### config.mk
export PLATFORM = sky130hd
export DESIGN_NAME = qapm_mul
export DESIGN_NICKNAME = d
export VERILOG_FILES = /design/src/assert_macros.svh /design/src/qapm_mul.sv
export SDC_FILE = /design/constraint.sdc
export NUM_CORES = 2
export LEC_CHECK = 0
export ABC_CLOCK_PERIOD_IN_PS = 23400
export BUFFER_PORTS_ARGS = -buffer_cell sky130_fd_sc_hd__buf_4
export CELL_PAD_IN_SITES_DETAIL_PLACEMENT = 2
export CELL_PAD_IN_SITES_GLOBAL_PLACEMENT = 2
export CORE_UTILIZATION = 46
export DETAILED_ROUTE_END_ITERATION = 16
export PLACE_DENSITY_LB_ADDON = 0.05
export RECOVER_POWER = 50
export SYNTH_ARGS = -nofsm -noshare
export SYNTH_HDL_FRONTEND = slang
export SYNTH_SLANG_ARGS = --single-unit
export TNS_END_PERCENT = 10
### constraint.sdc
create_clock -name i_clk -period 23.4 [get_ports i_clk]
set_input_delay 4.68 -clock i_clk [delete_from_list [all_inputs] [get_ports i_clk]]
set_output_delay 4.68 -clock i_clk [all_outputs]
set_load 0.01 [all_outputs]
### src/assert_macros.svh
// Assertion macros shared by the altitude PID / mixer RTL.
// No dependencies; included by files that carry concurrent checks.
`ifndef ASSERT_MACROS_SVH
`define ASSERT_MACROS_SVH

// pre holds at an edge -> post holds at the next edge
`define ASSERT_NEXT(lbl, clk, rst_n, pre, post) \
    lbl: assert property (@(posedge clk) disable iff (!rst_n) (pre) |=> (post)) \
        else $error("assertion failed: next-cycle implication");

// pre holds at an edge -> post holds at the same edge
`define ASSERT_SAME(lbl, clk, rst_n, pre, post) \
    lbl: assert property (@(posedge clk) disable iff (!rst_n) (pre) |-> (post)) \
        else $error("assertion failed: same-cycle implication");

`endif

### src/qapm_mul.sv
// Shared 33x33 signed multiplier with a registered product.
// No dependencies.
module qapm_mul (
    input  logic               i_clk,
    input  logic signed [32:0] i_a,
    input  logic signed [32:0] i_b,
    output logic signed [65:0] o_prod
);

    logic signed [65:0] r_prod;
    logic signed [65:0] n_prod;

    assign n_prod = i_a * i_b;
    assign o_prod = r_prod;

    always_ff @(posedge i_clk) begin
        r_prod <= n_prod;
    end

endmodule
Word level (Yosys, flattened, before mapping)
Index checks and enable logic that the tools add are counted.

Multiply operators: 1.

Operator list (count): multiplier 33 x 33 -> 66 bit (1).

Word-level logic and storage cells: 2. Bits in registers: 66. Output and inout port bits: 66. Input bits: 67.

Longest topological paths before layout
Depth after elaboration: 1. Depth in mapped cells: 29. Depth with buffers taken out: 27.

Least setup slack after synthesis
Ideal clock, no wire load.

Path kind: input to register. Start point: in i_a[32]. End point: reg r_prod[65] (netlist: o_prod[65]). Buffers on the path: 2. Data required time: 23328 ps. Library setup time: 72 ps. Path slack: 11499 ps. Stages: 22. Arrival time: 11829 ps. Path through: clkbuf_1 > nand2_1 > inv_1 > fa_1 > fa_1 > fa_1 > fa_1 > fa_1 > fa_1 > fa_1 > inv_1 > fa_1 > inv_1 > ha_1 > clkbuf_1 > a21o_1 > a21o_1 > a221o_1 > a31oi_2 > o211ai_1 > o41ai_2 > xnor2_1.

Word-level cells in the longest chain between the ends: 1.

Ends and longest elaborated chain: from (decl) (RTL line qapm_mul.sv:5) `input logic signed [32:0] i_a,`; multiplier 33 x 33 -> 66 bit (RTL line qapm_mul.sv:13) `assign n_prod = i_a * i_b;`; net n_prod[65] (RTL line qapm_mul.sv:11) `logic signed [65:0] n_prod;`; to (signal assigned) (RTL line qapm_mul.sv:17) `r_prod <= n_prod;`; to (decl) (RTL line qapm_mul.sv:10) `logic signed [65:0] r_prod;`.

The timed path passes the listed nets, and every way through them passes these cells.

Worst setup path in the final report
Start point: in i_a[0]. End point: reg r_prod[65] (netlist: o_prod[65]).

Same word-level chain as after synthesis.

==> impl_metrics.tcl <==
set metrics [dict create \
    finalHoldViolations 0 \
    drive_above_1_share_pct 2.55 \
    ys_types 61 \
    crit_family "adder cells" \
    ys.flop_type "dfxtp_1" \
    grt_pass1_wl_um 227000 \
    clk_path_buf_depth 2 \
    startpoint_type "primary input" \
    place_area_um2 42000 \
    grt_setup_unrepaired "no" \
    holdPathStages 2 \
    dr.pass1.iters 5 \
    cp_num_buf_inv 4 \
    clock-root-buffer "clkbuf_16" \
    setup_tns_ps 0 \
    cts.htree.levels 3 \
    min_to "o_prod[0]$_DFF_P_" \
    initial_core_util_pct 46.5 \
    syn_nets 5731 \
    report.final.slew_viol_count 34 \
    cts.repair.resized 0 \
    largest_reg_flops 66 \
    crit_path_top_delay_cell "clkbuf_1" \
    mostFrequentLayoutCells "1145 x fa_1, 1133 x inv_1, 561 x and2_1" \
    place.gp.congestion 0.891 \
    hp-start "i_b[0]" \
    synthCells 4302 \
    path_clk_slew_ps 90 \
    final_area_um2 42000 \
    die_h_um 298 \
    whs_ps 4870 \
    route.antenna.remaining_nets 0 \
    drc_errors 0 \
    slowest_delay_ps 1310 \
    grt_pass1_vias 36045 \
    grt_max_degree 34 \
    row_count 108 \
    synth-seq-cells 66 \
    viasPerCell 5.38 \
    path_common_cell "fa_1" \
    seq_area_frac_synth_pct 3.27 \
    worstPathRequired_ps 23740 \
    hold_buffers 0 \
    crit_fanout 33 \
    worstMarginPinSlew_ps 1860 \
    antenna_found_initial 5 \
    finalNetCount 5655 \
    fin_crit_ps 13080 \
    routedWlPerCell_um 27.3 \
    cts_buffers 9 \
    area_growth_pct 4.13 \
    synth_area_um2 40400 \
    cp-end-kind "flip-flop" \
    max-slew-margin-rel_pct -23.9 \
    violations "capacitance limit, slew limit" \
    postCtsSetupRepairBufs 0 \
    async_flop_share_pct 0 \
    dpl.hpwl_um 123000 \
    syn_avg_cell_area_um2 9.38 \
    wl_um 147000 \
    grt_util_all_layers_pct 34.8 \
    critPathKind "in2reg" \
    synth_edf_count 0 \
    period_share_pct 55.9 \
    path_cells "clkbuf_1, nand2b_1, fa_1, fa_1, inv_1, fa_1, fa_1, fa_1, fa_1, fa_1, inv_1, fa_1, inv_1, ha_1, a2111oi_0, o21ai_0, o21ai_0, o31ai_2, a31oi_2, o211ai_1, o41ai_2, xnor2_1" \
    cts.sinks 66 \
    grt-ovfl-total 0 \
    yosysWarnings 0 \
    cp.arrival_ps 13420 \
    setup_violations 0 \
    clock.fmax_ghz 0.0764 \
    numPortBuffers 132 \
    hp-class "in2reg" \
    dieArea_um2 88900 \
    outcome "finished, violations left" \
    maxCapViolations 1 \
    final_common_cell "fa_1" \
    core_area_um2 86900 \
    drt_iter0_markers 1189 \
    io_pins 133 \
    die_x_um 298 \
    cts_tree "yes" \
    vias 28972 \
]
==> kinds of logic after synthesis <==
kind of cell               synth area share, %
AOI/OAI and AO/OA                         3.60
xor gates and xnor gates                  1.63
adders and majority gates                 63.5
buffers and inverters                     12.6
DFF                                       3.27
and+or+nand+nor                           15.4
==> synthesized netlist by cell type, types with 4 or more instances <==
cell type	number	area, µm²
nand4_1	9	56.3
and4_1	7	61.3
a31oi_1	9	56.3
nor3_1	7	35.0
xor2_1	20	175
a211oi_1	5	37.5
o211ai_1	7	52.6
o21ai_0	37	185
a21o_1	28	210
and2_1	562	3520
ha_1	217	2720
nor2_1	47	176
a21oi_1	73	365
a211oi_2	4	50.1
xnor2_1	55	482
clkbuf_1	220	826
nor4_1	5	31.3
nand3_1	18	90.1
dfxtp_1	66	1320
or2_2	4	25.0
fa_1	1145	22900
inv_1	1133	4250
o21a_1	7	52.6
o21bai_1	8	60.1
o21ai_1	5	25.0
nand2b_1	9	56.3
and3_1	7	43.8
nand2_1	543	2040
==> worst max-delay path by stage <==
stage          startpoint                  to  slack, ps  cells past startpoint
2_1_floorplan     i_a[32]  o_prod[65]$_DFF_P_      11500                     22
3_3_place_gp      i_a[32]  o_prod[60]$_DFF_P_      10080                     21
3_5_place_dp      i_a[32]  o_prod[64]$_DFF_P_       9920                     21
4_1_cts           i_a[32]  o_prod[64]$_DFF_P_      10290                     21
5_1_grt            i_a[0]  o_prod[65]$_DFF_P_      10020                     22
6_report           i_a[0]  o_prod[65]$_DFF_P_      10320                     22
==> metal layers <==
metal	up-vias	routed length, µm	global-route usage, %
met5	-	0	0
met3	302	7280	5.88
met4	0	9330	19.0
li1	12019	-	-
met2	711	75500	60.8
met1	15940	55200	40.7
==> stage by stage <==
stage,util (%),instances,setup slack [ps]
2_1_floorplan,-,4302,11500
3_3_place_gp,48.3,5370,10080
3_5_place_dp,48.3,5370,9920
4_1_cts,48.6,5386,10290
5_1_grt,48.4,5386,10020
6_report,48.4,5390,10320
==> area by class of cell <==
class,count,area (µm²)
antenna,4,10.0
clock buffer,9,225
clock inverter,7,61.3
fill,9403,44900
inverter,1133,4250
multi-input combinational,2882,34000
sequential,66,1320
tap,1155,1450
timing repair buffer,134,762
Power is left out: the tool's default activity adds up to more than one toggle a clock period on the data nets, which glitch-free logic cannot reach.
