`src/assert_macros.svh`:
```
// Assertion macros shared by the altitude PID / mixer RTL.
// No dependencies; included by files that carry concurrent checks.
`ifndef ASSERT_MACROS_SVH
`define ASSERT_MACROS_SVH

// pre holds at an edge -> post holds at the next edge
`define ASSERT_NEXT(lbl, clk, rst_n, pre, post) \
    lbl: assert property (@(posedge clk) disable iff (!rst_n) (pre) |=> (post)) \
        else $error("assertion failed: next-cycle implication");

// pre holds at an edge -> post holds at the same edge
`define ASSERT_SAME(lbl, clk, rst_n, pre, post) \
    lbl: assert property (@(posedge clk) disable iff (!rst_n) (pre) |-> (post)) \
        else $error("assertion failed: same-cycle implication");

`endif

```
`src/qapm_pkg.sv`:
```
// Package for the altitude PID / quad X mixer: item types, register map,
// sequencer states and saturation helpers. No dependencies.
package qapm_pkg;

    typedef struct packed {
        logic signed [31:0] roll_angle;
        logic signed [31:0] pitch_angle;
        logic signed [31:0] roll_rate;
        logic signed [31:0] pitch_rate;
        logic signed [31:0] measured_altitude;
        logic signed [31:0] setpoint_altitude;
        logic signed [31:0] roll_offset;
        logic signed [31:0] pitch_offset;
        logic signed [31:0] yaw_offset;
    } t_in_item;

    typedef struct packed {
        logic signed [31:0] front_left_drive;
        logic signed [31:0] front_right_drive;
        logic signed [31:0] rear_left_drive;
        logic signed [31:0] rear_right_drive;
        logic signed [31:0] vertical_command;
    } t_out_item;

    typedef struct packed {
        logic signed [31:0] alt_gain_p;
        logic signed [31:0] alt_gain_i;
        logic signed [31:0] alt_gain_d;
        logic signed [31:0] roll_gain;
        logic signed [31:0] pitch_gain;
        logic signed [31:0] base_thrust;
        logic [30:0]        step_seconds;
        logic [30:0]        step_reciprocal;
    } t_cfg;

    localparam int CFG_IDX_W = 4;
    localparam int CFG_DATA_W = 32;

    typedef enum logic [CFG_IDX_W-1:0] {
        REG_ALT_GAIN_P      = 4'd0,
        REG_ALT_GAIN_I      = 4'd1,
        REG_ALT_GAIN_D      = 4'd2,
        REG_ROLL_GAIN       = 4'd3,
        REG_PITCH_GAIN      = 4'd4,
        REG_BASE_THRUST     = 4'd5,
        REG_STEP_SECONDS    = 4'd6,
        REG_STEP_RECIPROCAL = 4'd7
    } t_reg_idx;

    localparam logic [30:0] STEP_SECONDS_RST    = 31'd2097;
    localparam logic [30:0] STEP_RECIPROCAL_RST = 31'd2048000;

    typedef enum logic [3:0] {
        S_IDLE, S_ERR,
        S_M1, S_M2, S_M3, S_M4, S_M5, S_M6, S_M7, S_M8, S_M9,
        S_MIX
    } t_state;

    localparam logic signed [65:0] S32_MAX = 66'sd2147483647;
    localparam logic signed [65:0] S32_MIN = -66'sd2147483648;
    localparam logic signed [49:0] S48_MAX = 50'sd140737488355327;
    localparam logic signed [49:0] S48_MIN = -50'sd140737488355328;
    localparam logic signed [31:0] ANGLE_HI = 32'sd65536;
    localparam logic signed [31:0] ANGLE_LO = -32'sd65536;

    function automatic logic signed [31:0] sat32(input logic signed [65:0] v);
        logic signed [31:0] res;
        if (v > S32_MAX) begin
            res = S32_MAX[31:0];
        end else if (v < S32_MIN) begin
            res = S32_MIN[31:0];
        end else begin
            res = v[31:0];
        end
        return res;
    endfunction

    function automatic logic signed [47:0] sat48(input logic signed [49:0] v);
        logic signed [47:0] res;
        if (v > S48_MAX) begin
            res = S48_MAX[47:0];
        end else if (v < S48_MIN) begin
            res = S48_MIN[47:0];
        end else begin
            res = v[47:0];
        end
        return res;
    endfunction

    // clamp an angle to +-1.0 in Q16.16; result fits 18 bits signed
    function automatic logic signed [17:0] clamp_unit(input logic signed [31:0] v);
        logic signed [17:0] res;
        if (v > ANGLE_HI) begin
            res = ANGLE_HI[17:0];
        end else if (v < ANGLE_LO) begin
            res = ANGLE_LO[17:0];
        end else begin
            res = v[17:0];
        end
        return res;
    endfunction

endpackage

```
`src/qapm_if.sv`:
```


interface qapm_cfg_if;
    logic                               valid;
    logic                               ready;
    logic [qapm_pkg::CFG_IDX_W-1:0]     index;
    logic [qapm_pkg::CFG_DATA_W-1:0]    data;
    modport source(output valid, output index, output data, input ready);
    modport sink(input valid, input index, input data, output ready);
endinterface

```
`src/qapm_cfg.sv`:
```
// Configuration register file for the altitude PID / mixer.
// Depends on qapm_pkg and qapm_cfg_if.
module qapm_cfg (
    input  logic              i_clk,
    input  logic              i_rst_n,
    qapm_cfg_if.sink          i_cfg,
    output qapm_pkg::t_cfg    o_cfg
);

    qapm_pkg::t_cfg r_cfg;

    assign i_cfg.ready = 1'b1;
    assign o_cfg = r_cfg;

    always_ff @(posedge i_clk) begin
        if (!i_rst_n) begin
            r_cfg.alt_gain_p      <= '0;
            r_cfg.alt_gain_i      <= '0;
            r_cfg.alt_gain_d      <= '0;
            r_cfg.roll_gain       <= '0;
            r_cfg.pitch_gain      <= '0;
            r_cfg.base_thrust     <= '0;
            r_cfg.step_seconds    <= qapm_pkg::STEP_SECONDS_RST;
            r_cfg.step_reciprocal <= qapm_pkg::STEP_RECIPROCAL_RST;
        end else if (i_cfg.valid) begin
            case (i_cfg.index)
                qapm_pkg::REG_ALT_GAIN_P:      r_cfg.alt_gain_p      <= i_cfg.data;
                qapm_pkg::REG_ALT_GAIN_I:      r_cfg.alt_gain_i      <= i_cfg.data;
                qapm_pkg::REG_ALT_GAIN_D:      r_cfg.alt_gain_d      <= i_cfg.data;
                qapm_pkg::REG_ROLL_GAIN:       r_cfg.roll_gain       <= i_cfg.data;
                qapm_pkg::REG_PITCH_GAIN:      r_cfg.pitch_gain      <= i_cfg.data;
                qapm_pkg::REG_BASE_THRUST:     r_cfg.base_thrust     <= i_cfg.data;
                qapm_pkg::REG_STEP_SECONDS:    r_cfg.step_seconds    <= i_cfg.data[30:0];
                qapm_pkg::REG_STEP_RECIPROCAL: r_cfg.step_reciprocal <= i_cfg.data[30:0];
                default: ;  // unmapped index: ignored
            endcase
        end
    end

endmodule

```
`src/flat_wrapper.sv`:
```
// flat-port wrapper written by rule: the top's interface ports become plain ports
module qapm_cfg_flat 
  (i_clk, i_rst_n, o_cfg, i_cfg_valid, i_cfg_index, i_cfg_data, i_cfg_ready);
  qapm_cfg_if i_cfg_i ();
  input  logic i_clk;
  input  logic i_rst_n;
  output qapm_pkg::t_cfg o_cfg;
  input wire logic [$bits(i_cfg_i.valid)-1:0] i_cfg_valid;
  input wire logic [$bits(i_cfg_i.index)-1:0] i_cfg_index;
  input wire logic [$bits(i_cfg_i.data)-1:0] i_cfg_data;
  output wire logic [$bits(i_cfg_i.ready)-1:0] i_cfg_ready;
  assign i_cfg_i.valid = i_cfg_valid;
  assign i_cfg_i.index = i_cfg_index;
  assign i_cfg_i.data = i_cfg_data;
  assign i_cfg_ready = i_cfg_i.ready;
  qapm_cfg u_core (.i_clk(i_clk), .i_rst_n(i_rst_n), .i_cfg(i_cfg_i), .o_cfg(o_cfg));
endmodule
```
`config.mk`:
```
export PLATFORM = sky130hd
export DESIGN_NAME = qapm_cfg_flat
export DESIGN_NICKNAME = d
export VERILOG_FILES = /design/src/assert_macros.svh /design/src/qapm_pkg.sv /design/src/qapm_if.sv /design/src/qapm_cfg.sv /design/src/flat_wrapper.sv
export SDC_FILE = /design/constraint.sdc
export NUM_CORES = 1
export LEC_CHECK = 0
export BUFFER_PORTS_ARGS = -buffer_cell sky130_fd_sc_hd__buf_4
export CORE_MARGIN = 1
export CORE_UTILIZATION = 37
export CTS_CLUSTER_DIAMETER = 40
export CTS_CLUSTER_SIZE = 8
export DETAILED_ROUTE_END_ITERATION = 8
export GPL_TIMING_DRIVEN = 1
export PLACE_DENSITY = 0.65
export SYNTH_ARGS = -nofsm -noshare
export SYNTH_HDL_FRONTEND = slang
export SYNTH_SLANG_ARGS = --single-unit
export TNS_END_PERCENT = 50
```
`constraint.sdc`:
```
create_clock -name i_clk -period 1.34 [get_ports i_clk]
set_input_delay 0 -clock i_clk [delete_from_list [all_inputs] [get_ports i_clk]]
set_output_delay 0 -clock i_clk [all_outputs]
set_load 0.005 [all_outputs]
```
== After elaboration in Yosys (flattened, before gate mapping) ==
Cells that the tools add are included.

* Input port bits: 39
* Output and inout port bits: 255
* Register bits after elaboration: 254
* Word-level logic and storage cells: 24

* Reduce and logical (&&, ||, !) cells: 9
* Equal/unequal tests: 7

{| class="wikitable"
|+ Operators with widths
! operator !! count
|-
| equality test 4 x 3 -> 1 bit, second input constant || 4
|-
| AND reduction 2 bit || 8
|-
| equality test 4 x 2 -> 1 bit, second input constant || 2
|-
| equality test 4 x 1 -> 1 bit, second input constant || 1
|-
| logical NOT 4 bit || 1
|}

== Depth between registers and ports, before layout ==
* Depth in word-level cells: 2
* Gate-level depth with buffers: 7

== Worst setup path after synthesis ==
No wires, ideal clock.

* Path type: input -> register
* Start point: input port i_cfg_index[3]
* End point: register u_core.r_cfg, in the netlist u_core.o_cfg[191]
* Buffers on the path: 4
* Data arrival time: 1.065 ns
* Path slack: 0.203 ns
* Stages: 7
* Cells stage by stage: buf_2 -> nand2b_1 -> buf_2 -> nand2b_1 -> buf_2 -> buf_6 -> mux2i_1

* Word-level cells in the longest chain between the ends: 2

{| class="wikitable"
|+ RTL lines
! element !! line !! source
|-
| start: declaration || flat_wrapper.sv:9 || <nowiki>input wire logic [$bits(i_cfg_i.index)-1:0] i_cfg_index;</nowiki>
|-
| equality test 4 x 1 -> 1 bit || qapm_cfg.sv:26 || <nowiki>case (i_cfg.index)</nowiki>
|-
| AND reduction 2 bit (no line) || - ||
|-
| end: declaration || qapm_cfg.sv:10 || <nowiki>qapm_pkg::t_cfg r_cfg;</nowiki>
|}

Every way passes these cells.
A chain may end at the register's enable or synchronous reset.

== Worst setup path in the final report ==
* Start point: input port i_rst_n
* End point: register u_core.r_cfg, in the netlist u_core.o_cfg[18]

{| class="wikitable"
|+ RTL lines
! element !! line !! source
|-
| start: declaration || flat_wrapper.sv:6 || <nowiki>input logic i_rst_n;</nowiki>
|}

No word-level cell between the ends.

==> flow_metrics.tcl <==
set metrics [dict create \
    hold_violations 0 \
    die_h_microns 160.1 \
    num-nets-final 1258 \
    required_ns 1.72 \
    placeableCoreArea_sq_um 24390 \
    cap_violations 0 \
    yosysTopAreaCell "dfxtp_1" \
    setup_viol 0 \
    syn-cell-area_sq_um 9253 \
    via_per_inst 4.770 \
    r2r_cells 3 \
    topRoutingLayerUsed "met4" \
    clock_path_buffers 3 \
    hold_class "input pin to flip-flop" \
    synth_compound_area_share_pct 1.217 \
    crit_fanout 28 \
    dp_hpwl_microns 19180 \
    portBuffers 292 \
    finClkSkew_ns 0 \
    cts-root-buf "clkbuf_16" \
    grt_max_degree 30 \
    num_io_pins 294 \
    drv_slew 0 \
    synth-simple-area-share_pct 13.02 \
    syn_nets 923 \
    r2r-end "u_core.o_cfg[14]$_SDFFE_PN1P_" \
    row_count 57 \
    p_leak_nw 6.373 \
    grtUsageTotal_pct 21.70 \
    synth_mux_area_share_pct 26.40 \
    worstPathArrival_ns 1.68 \
    min_to "u_core.o_cfg[197]$_SDFFE_PN0P_" \
    rsz0062_at_grt "false" \
    ys_top_cells_by_area "dfxtp_1 55%, mux2i_1 26%, nand2_1 11%" \
    ys_seq_area_share_pct 54.96 \
    holdWs_ns 0.01532 \
    cts_setup_buffers 0 \
    start_util_pct 37.93 \
    synth.top_cell.area_share_pct 54.96 \
    cp-end-kind "flip-flop" \
    grt_pass1_vias 7537 \
    dr.pass1.iters 4 \
    routed_wl_microns 28110 \
    drive_gt1_share_pct 32.03 \
    final_common_cell "buf_4" \
    netlist-cell-type-count 25 \
    ys_warn_count 0 \
    antenna_found_initial 1 \
    synth-seq-cells 254 \
    synth_top_family_by_area "multiplexers" \
    cts_buffers 40 \
    synth_ff_type "dfxtp_1" \
    timing.fmax_ghz 0.7707 \
    vias 7418 \
    die_w_microns 160.1 \
    drtIter0Drc 350 \
    clk_latency_ns 0.50 \
    hold_buffers 24 \
    min_period_ns 1.298 \
    wl_per_cell_microns 18.07 \
    ff2ff_setup_slack_ns 0.10 \
    path_clk_slew_ns 0.05 \
    final_cells 1555 \
    yosys.area_share.xor_xnor_pct 0 \
    startpoint "i_rst_n" \
    wl_met3_microns 1897 \
    synthAdderAreaFrac_pct 0 \
    syn_inst 884 \
    cts_tree "done" \
    nFillCells 2182 \
    cellPowerDensity_nw_per_um2 1323 \
    wl_met2_microns 12970 \
    largest_reg_flops 254 \
    syn_area_per_cell_sq_um 10.47 \
    outcome "finished clean" \
    layout_common_cells "314 x buf_4, 277 x nand2_1, 254 x dfxtp_1" \
    cts.sinks 254 \
    drc 0 \
    irDropWorstVdd_mv 0.8442 \
    cts.htree.levels 2 \
    critical_path_class "input pin to flip-flop" \
    grt-ovfl-total 0 \
    dp.cells 1477 \
    fp.dieArea_sq_um 25640 \
    postSynth.asyncResetShare_pct 0 \
    grt_first_pass_wirelength_microns 43390 \
    synth-edff-count 0 \
    place.gp.congestion 0.8140 \
    layout_worst_path_cycle_share_pct 96.83 \
    cts_resized 0 \
    area_growth_pct 45.06 \
    start_kind "input pin" \
    reg2reg_from "u_core.o_cfg[14]$_SDFFE_PN1P_" \
    hp-start "i_cfg_data[7]" \
    min_path_cells 3 \
    ant_nets 0 \
    m1WireLength_microns 12370 \
]
## synthesized netlist by cell type, types with 2 or more instances
cell and number:
dfxtp_1 254, buf_6 9, o211ai_1 4, mux2i_1 244, or3_1 2, o311ai_0 6
o21ai_0 6, or4b_2 4, buf_4 13, clkbuf_1 33, nand2b_1 2, buf_2 8
inv_1 10, nand2_1 278
## per-layer routing
metal	track usage [%]	vias to the layer above
met5	0	-
met4	8.355	0
li1	-	3591
met3	5.636	56
met2	35.57	253
met1	27.21	3518
## logic make-up after synthesis
kind of cell    count (synthesis)
mux                           244
buf+inv                        74
simple gates                  295
other cells                     1
compound gates                 16
flops                         254
## area by class of cell
class	count	area (sq um)	share of cell area, %
multi-input cells	556	3776	28.13
clock inverters	3	43.79	0.3263
inverters	10	37.54	0.2797
well taps	324	405.4	3.020
clock buffers	50	1100	8.194
repair buffers	357	2972	22.14
flip-flops and latches	254	5085	37.89
diodes	1	2.502	0.01864
## where the power goes
part           leakage [nW]  switching (mW)  internal (mW)
registers              2.05          0.0560           7.68
logic                  3.76           0.547          0.444
clock network         0.562            3.20           5.83
total                  6.37            3.81           14.0
## metrics by stage
step | setup WS (ns) | util [%] | area (sq um) | setup TNS [ns] | power, mW
after global placement | -0.1055 | 49.34 | 12040 | -2.534 | 8.809
after CTS | 0.09364 | 55.02 | 13420 | 0 | 17.98
after detailed placement | -0.1131 | 49.34 | 12040 | -2.758 | 8.817
final | 0.04249 | 55.03 | 13420 | 0 | 17.76
after global routing | 0.009227 | 55.02 | 13420 | 0 | 18.39
after floorplan | 0.2025 | - | 9253 | 0 | 8.301
## worst max-delay path by stage
stage	end	slack, ns
finish	u_core.o_cfg[18]$_SDFFE_PN1P_	0.04
CTS	u_core.o_cfg[18]$_SDFFE_PN1P_	0.09
global placement	u_core.o_cfg[122]$_SDFFE_PN0P_	-0.11
detailed placement	u_core.o_cfg[115]$_SDFFE_PN0P_	-0.11
floorplan	u_core.o_cfg[191]$_SDFFE_PN0P_	0.20
global route	u_core.o_cfg[18]$_SDFFE_PN1P_	0.009
## critical path, cell delays in order
cell and delay [ns]:
dlygate4sd3_1 0.54, clkbuf_8 0.33, o311ai_0 0.20, dlygate4sd3_1 0.60
No activity file was read; power rests on OpenSTA's default activity.
